### config.mk
export PLATFORM = sky130hd
export DESIGN_NAME = tmil_fifo
export DESIGN_NICKNAME = d
export VERILOG_FILES = /design/src/tmil_fifo.sv
export SDC_FILE = /design/constraint.sdc
export NUM_CORES = 1
export LEC_CHECK = 0
export BUFFER_PORTS_ARGS = -buffer_cell sky130_fd_sc_hd__buf_2
export CELL_PAD_IN_SITES_DETAIL_PLACEMENT = 0
export CELL_PAD_IN_SITES_GLOBAL_PLACEMENT = 2
export CORE_MARGIN = 5
export CORE_UTILIZATION = 47
export CTS_BUF_LIST = sky130_fd_sc_hd__clkbuf_4
export DETAILED_ROUTE_END_ITERATION = 10
export PLACE_DENSITY_LB_ADDON = 0.25
export SYNTH_ARGS = -nofsm -noshare
export SYNTH_HDL_FRONTEND = slang
export SYNTH_SLANG_ARGS = --single-unit
### constraint.sdc
create_clock -name clk -period 3.5 [get_ports clk]
set_input_delay 0.7 -clock clk [delete_from_list [all_inputs] [get_ports clk]]
set_output_delay 0.7 -clock clk [all_outputs]
set_load 0.01 [all_outputs]
### src/tmil_fifo.sv
// Small register-based queue that separates the front end from the back end.
`default_nettype none

module tmil_fifo #(
  parameter int WIDTH = 8,
  parameter int DEPTH = 4
) (
  input  wire logic             clk,
  input  wire logic             rst_n,
  input  wire logic             push,
  input  wire logic [WIDTH-1:0] din,
  output logic                  full,
  input  wire logic             pop,
  output logic      [WIDTH-1:0] dout,
  output logic                  empty
);

  localparam int PTR_W = $clog2(DEPTH);
  localparam int CNT_W = $clog2(DEPTH + 1);

  logic [WIDTH-1:0] mem_r [DEPTH];
  logic [PTR_W-1:0] wp_r, rp_r;
  logic [CNT_W-1:0] cnt_r, cnt_nxt;
  logic             do_push, do_pop;

  assign full    = (cnt_r == CNT_W'(DEPTH));
  assign empty   = (cnt_r == '0);
  assign do_push = push && !full;
  assign do_pop  = pop && !empty;
  assign dout    = mem_r[rp_r];

  always_comb begin
    cnt_nxt = cnt_r;
    if (do_push && !do_pop) begin
      cnt_nxt = cnt_r + CNT_W'(1);
    end else if (do_pop && !do_push) begin
      cnt_nxt = cnt_r - CNT_W'(1);
    end
  end

  always_ff @(posedge clk) begin
    if (!rst_n) begin
      wp_r  <= '0;
      rp_r  <= '0;
      cnt_r <= '0;
    end else begin
      cnt_r <= cnt_nxt;
      if (do_push) begin
        wp_r <= wp_r + PTR_W'(1);
      end
      if (do_pop) begin
        rp_r <= rp_r + PTR_W'(1);
      end
    end
  end

  always_ff @(posedge clk) begin
    if (do_push) begin
      mem_r[wp_r] <= din;
    end
  end

endmodule

`default_nettype wire

Yosys cells after proc, flatten, opt, wreduce, memory -nomap -nowiden
Memories as Yosys holds them, arrays and structs flattened. A register that Yosys moved wholly into a read port is not among the register bits.
Index checks and enable logic that the tools add are counted.
Widths: inputs -> output; s select.
{ "totals": {"reg_bits": 7, "latch_bits": 0, "ramBits": 32, "mem_bits_ro": 0, "input_bits": 12, "output_inout_bits": 10, "word_cells": 25, "mem_count": 1} }
{ "memory_table": {"columns": ["name", "words", "width", "rd", "rd_clocked_by_memory_dff", "write_ports", "line_no", "source"], "rows": [
  ["mem_r", 4, 8, 1, 1, 1, "21", "logic [WIDTH-1:0] mem_r [DEPTH];"]
]} }
{ "op_classes": {"n_addsub": 4, "multipliers": 0, "n_div": 0, "magnitude_cmp": 0, "n_eq_ne": 1, "shifts": 0, "n_mux": 6, "bitwise": 0, "reduce_logical": 10} }
{ "ops": {"columns": ["cell", "n"], "rows": [
  ["$mux 3", 2],
  ["$add 2x1->2 const B", 2],
  ["$logic_and 1x1->1", 4],
  ["$logic_not 1->1", 4],
  ["$mux 2", 2],
  ["$add 3x1->3 const B", 1],
  ["$eq 3x3->1 const B", 1],
  ["$logic_not 3->1", 1],
  ["$sub 3x1->3 const B", 1],
  ["$mux 1", 2],
  ["$reduce_bool 2->1", 1]
]} }

Depth between registers and ports, before layout
{ "depth": {"depth_word": 7, "ltp_mapped": 9} }

Least setup slack after synthesis
OpenSTA, ideal clock, no wires.
{ "synth_timing": {"path_type": "in2reg", "startpoint": "input push", "endpoint": "register cnt_r[2]", "arrival_ns": 2.130, "required_time_ns": 3.430, "path_slack_ns": 1.300, "stages": 8, "path_buffers": 1, "path_cell_list": "nor2b_1 buf_6 ha_1 inv_1 fa_1 xor2_1 or3_1 a21boi_1"} }
{ "synth_between": {"elab_chain_len": 4} }
{ "synth_rtl": {"columns": ["element", "line_no", "source"], "rows": [
  ["from (decl)", "10", "input wire logic push,"],
  ["$logic_and 1x1->1 (*)", "28", "assign do_push = push && !full;"],
  ["named net do_push", "24", "logic do_push, do_pop;"],
  ["$logic_not 1->1", "36", "end else if (do_pop && !do_push) begin"],
  ["$logic_and 1x1->1", "36", null],
  ["$reduce_bool 2->1 (no line)", null, null],
  ["to (signal assigned)", "47", "cnt_r <= cnt_nxt;"],
  ["to (decl)", "23", "logic [CNT_W-1:0] cnt_r, cnt_nxt;"]
]} }
Mark *: on every way through the listed nets, which the timed path passes. The rest lies on a longest branch.
A chain may end at the register's enable or synchronous reset.

==> flow_summary.ini <==
[place]
dp_hpwl_um = 1720
gp_congestion = 0.791
port_buffers = 21
dpl.cell_count = 153
place_area_mm2 = 0.00178

[floorplanning]
initial_core_util_pct = 48.7
die_h_um = 69.1
die_w_um = 69.1
num_rows = 21
io_pins = 22
coreArea_mm2 = 0.00336
die_area_mm2 = 0.00477

[timing]
max_freq_ghz = 0.406
finClkSkew_ns = 0.00608
finalMaxSlewViolations = 0
fin_crit_sh_pct = 70.4
setup_viol = 0
worst_pin_slew_ns = 0.571
rsz0062_at_grt = no
slew_headroom_pct = 61.9
min_period_ns = 2.46
setup_tns_ns = 0
final-hold-violation-count = 0

[power]
peakVddDrop_v = 0.000349
powerDensity_mw_per_mm2 = 690
leakage_uw = 0.000669

[worst_setup_path]
path_class = register to primary output
critPathLaunchType = register
cp_slowest_cell = dfxtp_1
path_max_fanout = 8
r2r_slack_ns = 1.10
r2r-end = cnt_r[2]$_SDFFE_PN0P_
endpoint_kind = primary output
cp_data_arrival_time_ns = 1.76
slowest_delay_ns = 0.70
crit_chain = mux4_2 > buf_2
reg2regPathDepth = 8
r2r-start = cnt_r[0]$_SDFFE_PN0P_
critical_path_required_ns = 2.80

[final_layout]
finalNetCount = 132
num-fill-cells = 307
stdcell_count = 161
antenna_cells = 0
final_cell_mix = edfxtp_1, buf_2, dfxtp_1
area.sequential_mm2 = 0.00114
drive_gt1_share_pct = 33.0
multi_input_area_um2 = 463
syn_to_final_growth_pct = 13.3
final_util_pct = 55.2
mostFrequentLayoutCell = edfxtp_1
final_area_mm2 = 0.00186

[routing]
first_iter_violations = 22
drcViolationCount = 0
firstDrtPassIters = 4
viasPerCell = 4.91
wl_per_cell_um = 15.0
vias = 790
postRouteAntennaNets = 0
wl_um = 2420

[min_path]
hold_end = wp_r[0]$_SDFFE_PN0P_
min_from = wp_r[0]$_SDFFE_PN0P_
holdPathStages = 2
hold_class = register to register

[clocking]
cts_setup_buffers = 0
clkTransAtPathRegs_ns = 0.11
htree_levels = 2
cts_buffers = 5
cts.sinks = 41
clk_path_buf_depth = 2
cts_resized = 0
ctsHoldBuffers = 0
cts-root-buf = clkbuf_4
worstSkewPairLatency_ns = 0.33
cts_tree = built

[synthesis]
ys_seq_area_share_pct = 69.6
synthCells = 90
synth.net_count = 108
netlist-cell-type-count = 23
synth_seq_cells = 41
avgSynthCellArea_um2 = 18.2
synth_warnings = 0
synth_area_mm2 = 0.00164

[global_route]
grt_max_degree = 13
grt_usage_pct = 11.6
grt_pass1_vias = 883
grt_pass1_wl_um = 4280
grt.overflow.total = 0
antenna_found_initial = 0

[outcome]
status = finished, final reports clean

[run]
drv_cap = 0
-- worst max-delay path: cells and delay by family, from the launching register on --
family	cells	cell delay, ns
flip-flops	1	0.70
multiplexers	1	0.58
buffers and inverters	1	0.15
-- cells by family after synthesis --
family,Yosys count,synth area share (%)
AND/OR/NAND/NOR,17,6.18
buffers and inverters,7,2.14
AO/OA/AOI/OAI,4,2.06
XOR/XNOR,4,2.14
multiplexers,11,12.8
flip-flops,41,69.6
adder cells (fa/ha/maj),6,5.04
-- flip-flops by register name, indices dropped and copies added (netlist names), named ones only --
signal,cells
wp_r,2
rp_r,2
cnt_r,3
mem_r,32
-- cell usage after synthesis --
cell	n	share of area, %
nor3b_2	1	0.76
clkbuf_1	1	0.23
buf_1	1	0.23
dfxtp_1	9	11
o311ai_1	1	0.53
mux4_2	8	11
nor2b_1	2	0.76
fa_1	1	1.2
and2_1	8	3.1
o21ai_0	1	0.31
o31ai_2	1	0.76
ha_1	5	3.8
inv_1	3	0.69
buf_6	1	0.69
xnor2_1	3	1.6
edfxtp_1	32	59
nand2_1	4	0.92
buf_2	1	0.31
mux2i_1	3	1.8
or3_1	1	0.38
nor3_1	1	0.31
xor2_1	1	0.53
a21boi_1	1	0.46
-- power breakdown --
group	switching, µW	total [µW]	internal, µW
clock network	132	289	156
registers	72.3	670	598
logic	143	323	180
total	347	1280	935
-- cell type report --
type,count,share of cell area (%)
repair buffers,21,5.66
clock buffers,6,2.43
inverters,3,0.606
clock inverters,2,1.82
well taps,46,3.10
flip-flops and latches,41,61.5
multi-input cells,42,24.9
-- stage by stage --
step	worst slack [ns]	hold slack [ns]	power, µW
floorplan	1.30	0.468	908
global route	0.883	0.549	1370
global placement	0.996	0.512	1010
finish	1.04	0.512	1280
detailed placement	0.931	0.501	1010
CTS	0.965	0.516	1300
-- metal layers --
metal | vias to the layer above | wire length, µm | GRT usage [%]
met5 | - | 0 | 0
met4 | 0 | 34 | 5.21
met3 | 4 | 78 | 3.92
met2 | 14 | 1260 | 19.2
met1 | 382 | 1050 | 13.7
li1 | 390 | - | -
-- how the worst max path moves through the flow --
stage	startpoint	endpoint	depth (start not counted)	slack, ns
after floorplan	push	cnt_r[2]$_SDFFE_PN0P_	8	1.30
final	register	dout[6]	2	1.04
after detailed placement	push	cnt_r[2]$_SDFFE_PN0P_	8	0.93
after global routing	register	dout[6]	2	0.88
after CTS	register	dout[6]	2	0.96
after global placement	push	cnt_r[2]$_SDFFE_PN0P_	8	1.0
(Power assumes the default switching activity.)
