## config.mk

```make
export PLATFORM = sky130hd
export DESIGN_NAME = tmil_front
export DESIGN_NICKNAME = d
export VERILOG_FILES = /design/src/tmil_pkg.sv /design/src/tmil_front.sv
export SDC_FILE = /design/constraint.sdc
export NUM_CORES = 1
export LEC_CHECK = 0
export CAP_MARGIN = 5
export CORE_ASPECT_RATIO = 1.1
export CORE_MARGIN = 1
export CORE_UTILIZATION = 32
export DETAILED_ROUTE_END_ITERATION = 10
export DONT_BUFFER_PORTS = 1
export PLACE_DENSITY_LB_ADDON = 0.25
export SYNTH_ARGS = -nofsm -noshare
export SYNTH_HDL_FRONTEND = slang
export SYNTH_SLANG_ARGS = --single-unit
```

## constraint.sdc

```tcl
create_clock -name clk -period 7.8 [get_ports clk]
set_input_delay 2.34 -clock clk [delete_from_list [all_inputs] [get_ports clk]]
set_output_delay 2.34 -clock clk [all_outputs]
set_load 0.02 [all_outputs]
```

## src/tmil_pkg.sv

```systemverilog
// Shared types, constants and command codes of the tile-map image loader.
`default_nettype none

package tmil_pkg;

  // Default largest map side; the top level hands it down as a parameter.
  localparam int MAX_SIDE_DEF = 128;

  // Header layout: magic in bytes 0 to 3, four 16-bit fields up to byte 11,
  // reserved flags up to byte 15, then cells.
  localparam int HDR_MAGIC_END  = 4;
  localparam int HDR_FIELDS_END = 12;
  localparam int HDR_BYTES      = 16;

  // Reset value of the default tile size register.
  localparam logic [15:0] DEF_TSIZE_RST = 16'd16;

  // Depths of the command queue and the result queue (powers of two).
  localparam int CMD_QDEPTH = 4;
  localparam int OUT_QDEPTH = 4;

  // Configuration register indexes.
  localparam int CFG_IDX_W = 1;
  localparam logic [CFG_IDX_W-1:0] CFG_MAGIC = 1'b0;
  localparam logic [CFG_IDX_W-1:0] CFG_TSIZE = 1'b1;

  // Command codes passed from the front end to the back end.
  localparam logic [1:0] OP_CLEAR  = 2'd0;
  localparam logic [1:0] OP_WRITE  = 2'd1;
  localparam logic [1:0] OP_STATUS = 2'd2;
  localparam logic [1:0] OP_LOOKUP = 2'd3;

  typedef struct packed {
    logic               kind;
    logic [7:0]         data_byte;
    logic               last_byte;
    logic signed [15:0] query_x;
    logic signed [15:0] query_y;
  } in_t;

  typedef struct packed {
    logic        result_kind;
    logic        load_ok;
    logic [15:0] tile_value;
    logic        is_solid;
    logic [7:0]  map_width;
    logic [7:0]  map_height;
    logic [15:0] tile_size;
    logic [15:0] type_count;
    logic        map_loaded;
  } out_t;

  typedef struct packed {
    logic [1:0]         op;
    logic               ok;
    logic               wr;
    logic [15:0]        wdata;
    logic signed [15:0] qx;
    logic signed [15:0] qy;
    logic [15:0]        st_w;
    logic [15:0]        st_h;
    logic [15:0]        st_ts;
    logic [15:0]        st_cnt;
  } cmd_t;

endpackage

`default_nettype wire

```

## src/tmil_front.sv

```systemverilog
// Front end: parses the image byte stream and turns items into commands.
`default_nettype none

module tmil_front import tmil_pkg::*; #(
  parameter int MAX_SIDE = MAX_SIDE_DEF
) (
  input  wire logic        clk,
  input  wire logic        rst_n,
  input  wire logic        take,
  input  wire in_t         item,
  input  wire logic [31:0] magic,
  input  wire logic [15:0] dflt_tsize,
  output logic             cmd_push,
  output cmd_t             cmd
);

  localparam int SIDE_W = $clog2(MAX_SIDE + 1);
  localparam int AREA_W = 2 * SIDE_W;
  // Wide enough that the saturated count always lies beyond a full image.
  localparam int POS_W  = $clog2(2 * MAX_SIDE * MAX_SIDE + 32) + 1;
  localparam logic [POS_W-1:0] POS_MAX = '1;

  logic [POS_W-1:0]  pos_r, pos_inc, kpos;
  logic [31:0]       hdr_r, hdr_base;
  logic [15:0]       sw_r, sh_r, sts_r, scnt_r;
  logic [7:0]        low_r;
  logic [AREA_W-1:0] area_r;
  logic              is_byte, pos_zero, in_cells, sides_ok, write_cell;
  logic              enough, load_ok;
  logic [POS_W-2:0]  cell_idx;

  assign is_byte  = take && !item.kind;
  assign pos_zero = (pos_r == '0);
  assign pos_inc  = (pos_r == POS_MAX) ? pos_r : pos_r + POS_W'(1);
  assign hdr_base = pos_zero ? 32'd0 : hdr_r;

  assign sides_ok = (sw_r != '0) && (sh_r != '0) &&
                    (sw_r <= 16'(MAX_SIDE)) && (sh_r <= 16'(MAX_SIDE));

  assign in_cells   = (pos_r >= POS_W'(HDR_BYTES));
  assign kpos       = pos_r - POS_W'(HDR_BYTES);
  assign cell_idx   = kpos[POS_W-1:1];
  assign write_cell = in_cells && kpos[0] && sides_ok &&
                      (cell_idx < (POS_W-1)'(area_r));

  // The count after this byte must cover the header and every cell.
  assign enough  = (pos_inc >= POS_W'(HDR_BYTES)) &&
                   ((pos_inc - POS_W'(HDR_BYTES)) >= POS_W'({area_r, 1'b0}));
  assign load_ok = enough && (hdr_r == magic) && sides_ok;

  assign cmd_push = take && (item.kind || item.last_byte || pos_zero || write_cell);

  always_comb begin
    cmd        = '0;
    cmd.ok     = load_ok;
    cmd.wr     = write_cell;
    cmd.wdata  = {item.data_byte, low_r};
    cmd.qx     = item.query_x;
    cmd.qy     = item.query_y;
    cmd.st_w   = sw_r;
    cmd.st_h   = sh_r;
    cmd.st_ts  = (sts_r == '0) ? dflt_tsize : sts_r;
    cmd.st_cnt = scnt_r;
    if (item.kind) begin
      cmd.op = OP_LOOKUP;
    end else if (item.last_byte) begin
      cmd.op = OP_STATUS;
    end else if (pos_zero) begin
      cmd.op = OP_CLEAR;
    end else begin
      cmd.op = OP_WRITE;
    end
  end

  always_ff @(posedge clk) begin
    if (!rst_n) begin
      pos_r <= '0;
    end else if (is_byte) begin
      pos_r <= item.last_byte ? '0 : pos_inc;
    end
  end

  always_ff @(posedge clk) begin
    if (!rst_n) begin
      hdr_r  <= '0;
      sw_r   <= '0;
      sh_r   <= '0;
      sts_r  <= '0;
      scnt_r <= '0;
      low_r  <= '0;
    end else if (is_byte) begin
      if (pos_zero) begin
        sw_r   <= '0;
        sh_r   <= '0;
        sts_r  <= '0;
        scnt_r <= '0;
        low_r  <= '0;
      end
      if (pos_r < POS_W'(HDR_MAGIC_END)) begin
        hdr_r <= {item.data_byte, hdr_base[31:8]};
      end else if (pos_r < POS_W'(HDR_FIELDS_END)) begin
        if (!pos_r[0]) begin
          low_r <= item.data_byte;
        end else begin
          unique case (pos_r[3:1])
            3'd2:    sw_r   <= {item.data_byte, low_r};
            3'd3:    sh_r   <= {item.data_byte, low_r};
            3'd4:    sts_r  <= {item.data_byte, low_r};
            3'd5:    scnt_r <= {item.data_byte, low_r};
            default: low_r  <= low_r;
          endcase
        end
      end else if (in_cells && !kpos[0]) begin
        low_r <= item.data_byte;
      end
    end
  end

  // Cell count of the staged header; settles long before the first cell.
  always_ff @(posedge clk) begin
    area_r <= AREA_W'(sw_r[SIDE_W-1:0]) * AREA_W'(sh_r[SIDE_W-1:0]);
  end

endmodule

`default_nettype wire

```

=== Yosys cells after proc, flatten, opt, wreduce, memory -nomap -nowiden ===
Index checks and enable logic that the tools add are counted.

* Flip-flop bits (word level): 137
* Input port bits: 93
* Output and inout port bits: 117
* Logic and storage cells: 84

* Add/subtract/negate cells: 3
* $mul: 1
* Order comparisons: 8
* Eq/ne operators: 7
* Muxes and demuxes: 33
* Reductions and logical operators: 24

{| class="wikitable"
|+ Operators by type and width
! kind !! count
|-
| two-way mux 16 bit || 21
|-
| two-way mux 8 bit || 6
|-
| greater-or-equal comparator 17 x 5 -> 1 bit, second input constant || 2
|-
| two-way mux 17 bit || 2
|-
| subtractor 17 x 5 -> 17 bit, second input constant || 2
|-
| equality test 32 bit || 1
|-
| <= comparator 16 x 8 -> 1 bit, second input constant || 2
|-
| two-way mux 32 bit || 1
|-
| nonzero test 16 bit || 2
|-
| adder 17 x 1 -> 17 bit, second input constant || 1
|-
| equality test 17 bit, second input constant || 1
|-
| greater-or-equal comparator 17 bit || 1
|-
| logical NOT 17 bit || 1
|-
| < comparator 17 x 3 -> 1 bit, second input constant || 1
|-
| < comparator 17 x 4 -> 1 bit, second input constant || 1
|-
| logical NOT 16 bit || 1
|-
| < comparator 16 bit || 1
|-
| multiplier 8 x 8 -> 16 bit || 1
|-
| logical AND 1 bit || 12
|-
| equality test 3 x 2 -> 1 bit, second input constant || 2
|-
| equality test 3 bit, second input constant || 2
|-
| two-way mux 2 bit || 2
|-
| != test 4 bit, second input constant || 1
|-
| AND reduction 2 bit || 2
|-
| 4 further kinds || 7
|}

=== Depth between registers and ports, before layout ===
* Word-level depth: 8
* Depth in mapped cells: 19
* Depth with buffers taken out: 18

=== Least setup slack after synthesis ===
OpenSTA, ideal clock, no wires.

* Kind: register to output
* From: register pos_r[5]
* To: output port cmd[113] (netlist bit)
* Arrival: 3.906 ns
* Data required time: 5.460 ns
* Slack: 1.554 ns
* Stages on the path, launching flop included: 20
* Path buffers: 2
* Path through: dfxtp_1 > ha_1 > nand3_1 > or4_1 > buf_2 > and2_1 > xnor2_1 > ha_1 > nor2b_1 > and4_4 > nand3_2 > xnor2_1 > ha_1 > a21oi_1 > nor2b_1 > o21ai_0 > o31ai_1 > o41ai_1 > a31oi_1 > buf_4

* Word-level cells in the longest chain between the ends: 7
* Elaborated cells between the ends (all ways): 9
* Classes of those cells: 2 x add/sub; 2 x order compare; 1 x eq/ne; 1 x mux; 3 x reduce/logical

{| class="wikitable"
|+ Ends and longest elaborated chain
! item !! RTL line !! source
|-
| start, declared || tmil_front.sv:23 || <nowiki>logic [POS_W-1:0] pos_r, pos_inc, kpos;</nowiki>
|-
| start signal, assigned || tmil_front.sv:79 || <nowiki>pos_r <= item.last_byte ? '0 : pos_inc;</nowiki>
|-
| adder 17 x 1 -> 17 bit or equality test 17 bit (tied branches) || tmil_front.sv:34 || <nowiki>assign pos_inc = (pos_r == POS_MAX) ? pos_r : pos_r + POS_W'(1);</nowiki>
|-
| two-way mux 17 bit (*) || tmil_front.sv:34 ||
|-
| subtractor 17 x 5 -> 17 bit || tmil_front.sv:48 || <nowiki>((pos_inc - POS_W'(HDR_BYTES)) >= POS_W'({area_r, 1'b0}));</nowiki>
|-
| greater-or-equal comparator 17 bit || tmil_front.sv:48 ||
|-
| logical AND 1 bit (*) || tmil_front.sv:47 || <nowiki>assign enough = (pos_inc >= POS_W'(HDR_BYTES)) &&</nowiki>
|-
| logical AND 1 bit (*) (2 in series) || tmil_front.sv:49 || <nowiki>assign load_ok = enough && (hdr_r == magic) && sides_ok;</nowiki>
|-
| end, declared || tmil_front.sv:14 || <nowiki>output cmd_t cmd</nowiki>
|}

Mark *: on every way between the ends. The rest lies on a longest branch, timed or not.

==> out/summary.txt <==
OUTCOME
--------------------------------------------------------------------------------------------------
Outcome                                                                               finished, violations left
Violated checks                                                                                DRC

CLOCKING
--------------------------------------------------------------------------------------------------
Clock buffer depth                                                                               2
Sinks on Clock Net                                                                             137
Hold buffers post-CTS                                                                            0
# H-tree levels                                                                                  4
Clock insertion delay at the later pin of the skew report                                   440 ps
Clock transition time at the flip-flop clock pins of the worst setup and hold paths          60 ps
CTS tree                                                                                       yes
Inserted Clock Buffers                                                                          17
Root Buffer                                                                              clkbuf_16

LAYOUT
--------------------------------------------------------------------------------------------------
Area grow syn2layout                                                                        5.570%
# diodes                                                                                         0
Utilization after layout                                                                    0.3450
Ratio of cells with drive above 1 in the final layout                                      0.06043
Fin cells                                                                                     1427
FILL cells                                                                                    3021
Number of nets in the final layout                                                            1250

POWER
--------------------------------------------------------------------------------------------------
P_sw                                                                                     0.3963 mW
P_int                                                                                     1.197 mW
Clock power frac                                                                             0.515
Combinational share of power                                                                 0.042
Switching fraction of total power                                                           0.2487
Power per cell area                                                                   160.0 nW/µm²
Maximum vdd ir drop                                                                       141.2 µV
Sequential group share of total power                                                        0.442
Static leakage power                                                                      4.043 nW

STA
--------------------------------------------------------------------------------------------------
Post-route clock period utilization                                                         0.9404
RSZ-0062 raised after global routing                                                         false
Setup violators final                                                                            0
Worst hold slack                                                                          462.8 ps
Worst-margin pin slew                                                                      1116 ps
Hold violation count in the final report                                                         0
Worst Setup Slack, final                                                                  465.2 ps
Setup skew after layout                                                                   14.67 ps
Max frequency                                                                            136.3 MHz
Final-layout setup total negative slack                                                       0 ps
Slew Limit Fails                                                                                 0
Minimum clock period                                                                       7335 ps
Normalized max-slew margin                                                                  0.2542

GRT
--------------------------------------------------------------------------------------------------
First-pass GRT wire length                                                                42140 µm
Overflow left after global routing                                                               0
Pin count of the biggest net entering global routing                                            42
Via count of the first global-routing pass                                                    7497
Total track usage                                                                           0.1791
Antenna violations before repair                                                                 0

WORST SETUP PATH
--------------------------------------------------------------------------------------------------
Critical Setup Path Class                                                             flip-flop to primary output
Critical path data arrival time                                                            4990 ps
Startpoint types                                                                         flip-flop
Maximum fanout along the worst path                                                             14
Endpoint class of the critical path                                                   primary output
Delay of the slowest cell on the worst path                                                 650 ps
Master of the slowest instance on the critical path                                          or4_4
Most prevalent standard cell on the critical path                                             ha_1
Crit-path cells                                                                       ha_1 > nand3_1 > or4_4 > and2_1 > xnor2_1 > ha_1 > nor2b_1 > and4_4 > nand3_2 > xnor2_1 > ha_1 > a21oi_1 > nor2b_1 > o21ai_0 > o31ai_1 > o41ai_1 > a31oi_1 > buf_4
Data required time at the worst endpoint                                                   5460 ps

LOGIC SYNTHESIS
--------------------------------------------------------------------------------------------------
Leading cell types by total area after synthesis                                      dfxtp_1 29%, ha_1 9.9%, fa_1 7.6%
Flip-flop cell with the highest count after synthesis                                      dfxtp_1
Count leader, synth                                                                        nand2_1
Syn avg cell area                                                                        8.402 µm²
Async S/R FF share, synth                                                                        0
Most used standard cells in the synthesized netlist                                   153 x nand2_1, 137 x dfxtp_1, 85 x inv_1
Syn Nets                                                                                      1327
Post-synth top area cell                                                                   dfxtp_1
Post-synthesis cell area                                                                  9435 µm²
Number of enable flip-flop cells after synthesis                                                 0
Fraction of post-synthesis cell area in the top cell type by area                           0.2907
#FFs+latches synth                                                                             137
Sequential cell area fraction in the yosys report                                           0.2907
Post-Synthesis Cells                                                                          1123
Number of warnings printed during yosys synthesis                                                0
Yosys cell types                                                                                64

DETAILED ROUTING
--------------------------------------------------------------------------------------------------
# DRC                                                                                            7
Starting DRT DRC Count                                                                         494
Remaining antenna violation count                                                                0
Mean number of vias per cell                                                                 5.239
Wirelength per Cell                                                                       18.63 µm
Total via count after detailed routing                                                        7476
First-pass detailed-route iteration total                                                        9
Routed Wire Length                                                                        26580 µm

FLOORPLAN
--------------------------------------------------------------------------------------------------
I/O pin count                                                                                  210
Row count                                                                                       65
Area of the die                                                                          30180 µm²
Overall die width                                                                         165.7 µm
Starting utilization of the core area                                                       0.3268
Chip Height                                                                               182.1 µm
Area of the core                                                                         28870 µm²

PLACED DESIGN
--------------------------------------------------------------------------------------------------
Number of port buffers                                                                           0
Placed cells                                                                                  1395
Post-Place Setup Slack                                                                    817.2 ps
Gpl congestion                                                                              0.8829
DPL Wire Length                                                                           20270 µm

JOB
--------------------------------------------------------------------------------------------------
Max Cap Violations                                                                               0

WORST HOLD PATH
--------------------------------------------------------------------------------------------------
Worst min path class                                                                  flip-flop to flip-flop

## layer usage
metal,vias up,global-route usage,part of all wire
met5,-,0,0
li1,3659,-,-
met4,0,0.06579,0.022
met3,35,0.04142,0.066
met2,236,0.3097,0.49
met1,3546,0.2167,0.43
## final timing paths
check | from | to | slack (ps) | cells past startpoint
min | hdr_r[6] | hdr_r[6] | 460 | 2
max | pos_r[4] | cmd[113] | 470 | 18
min reg2reg | hdr_r[6] | hdr_r[6] | 460 | 2
max reg2reg | sh_r[7] | area_r[14] | 2850 | 16
## cell usage in the layout, fill, tap and decap left out, types with 16 or more instances in the layout
cell / instances
a21o_1: 22
a21oi_1: 58
and2_1: 30
clkbuf_16: 17
dfxtp_1: 137
fa_1: 36
ha_1: 75
inv_1: 85
nand2_1: 153
nand3_1: 43
nand4_1: 18
nor2_1: 50
nor3_1: 16
nor4_1: 22
o21ai_0: 48
o2bb2ai_1: 23
xnor2_1: 29
xor2_1: 48
## worst max-delay path: cells and delay by family (launching register included)
kind / cells / cell delay [ps]
AND/OR/NAND/NOR: 7 / 1770
adder cells (fa/ha/maj): 3 / 810
AO/OA/AOI/OAI: 5 / 790
flip-flops: 1 / 600
XOR/XNOR: 2 / 410
buffers and inverters: 1 / 170
## registers in the layout (all words and copies together) (netlist names)
name    flops
sts_r      16
low_r       8
sh_r       16
scnt_r     16
area_r     16
pos_r      17
sw_r       16
hdr_r      32
## through the flow
stage	cell area [µm²]	power, mW
floorplan	9435	0.8019
global placement	9370	0.7887
detailed placement	9370	0.7882
CTS	9957	1.604
global route	9961	1.635
finish	9961	1.593
## repair_timing
| item | 4_1_cts | 5_1_grt |
|---|---|---|
| endpoints found under the setup margin | 0 | 1 |
| buffers inserted | 0 | 0 |
| resized for setup | 0 | 1 |
## final cells by class
cell class | count | area (µm²) | area share
multi-input cells | 795 | 5777 | 0.5800
flip-flops and latches | 137 | 2743 | 0.2753
well taps | 368 | 460.4 | 0.04623
clock buffers | 18 | 429.2 | 0.04309
inverters | 85 | 319.1 | 0.03203
clock inverters | 14 | 157.7 | 0.01583
repair buffers | 10 | 75.07 | 0.007537
## cells by family (layout without fill, tap and decap cells)
kind of cell               after synthesis  after routing  synth area share
and+or+nand+nor                        388            388            0.2065
AOI/OAI and AO/OA                      218            218            0.1559
buffers and inverters                  191            127           0.09840
DFF                                    137            137            0.2907
adders and majority gates              111            111            0.1758
xor gates and xnor gates                77             77           0.07148
muxes                                    1              1          0.001193
## power groups by stage
stage / Sequential, mW / Clock (mW) / Combinational [mW]
4_1_cts: 0.705 / 0.831 / 0.0677
3_3_place_gp: 0.721 / 0 / 0.0681
2_1_floorplan: 0.719 / 0 / 0.0828
5_1_grt: 0.705 / 0.857 / 0.0728
3_5_place_dp: 0.721 / 0 / 0.0674
6_report: 0.705 / 0.821 / 0.0676
No activity file was read; power rests on OpenSTA's default activity.
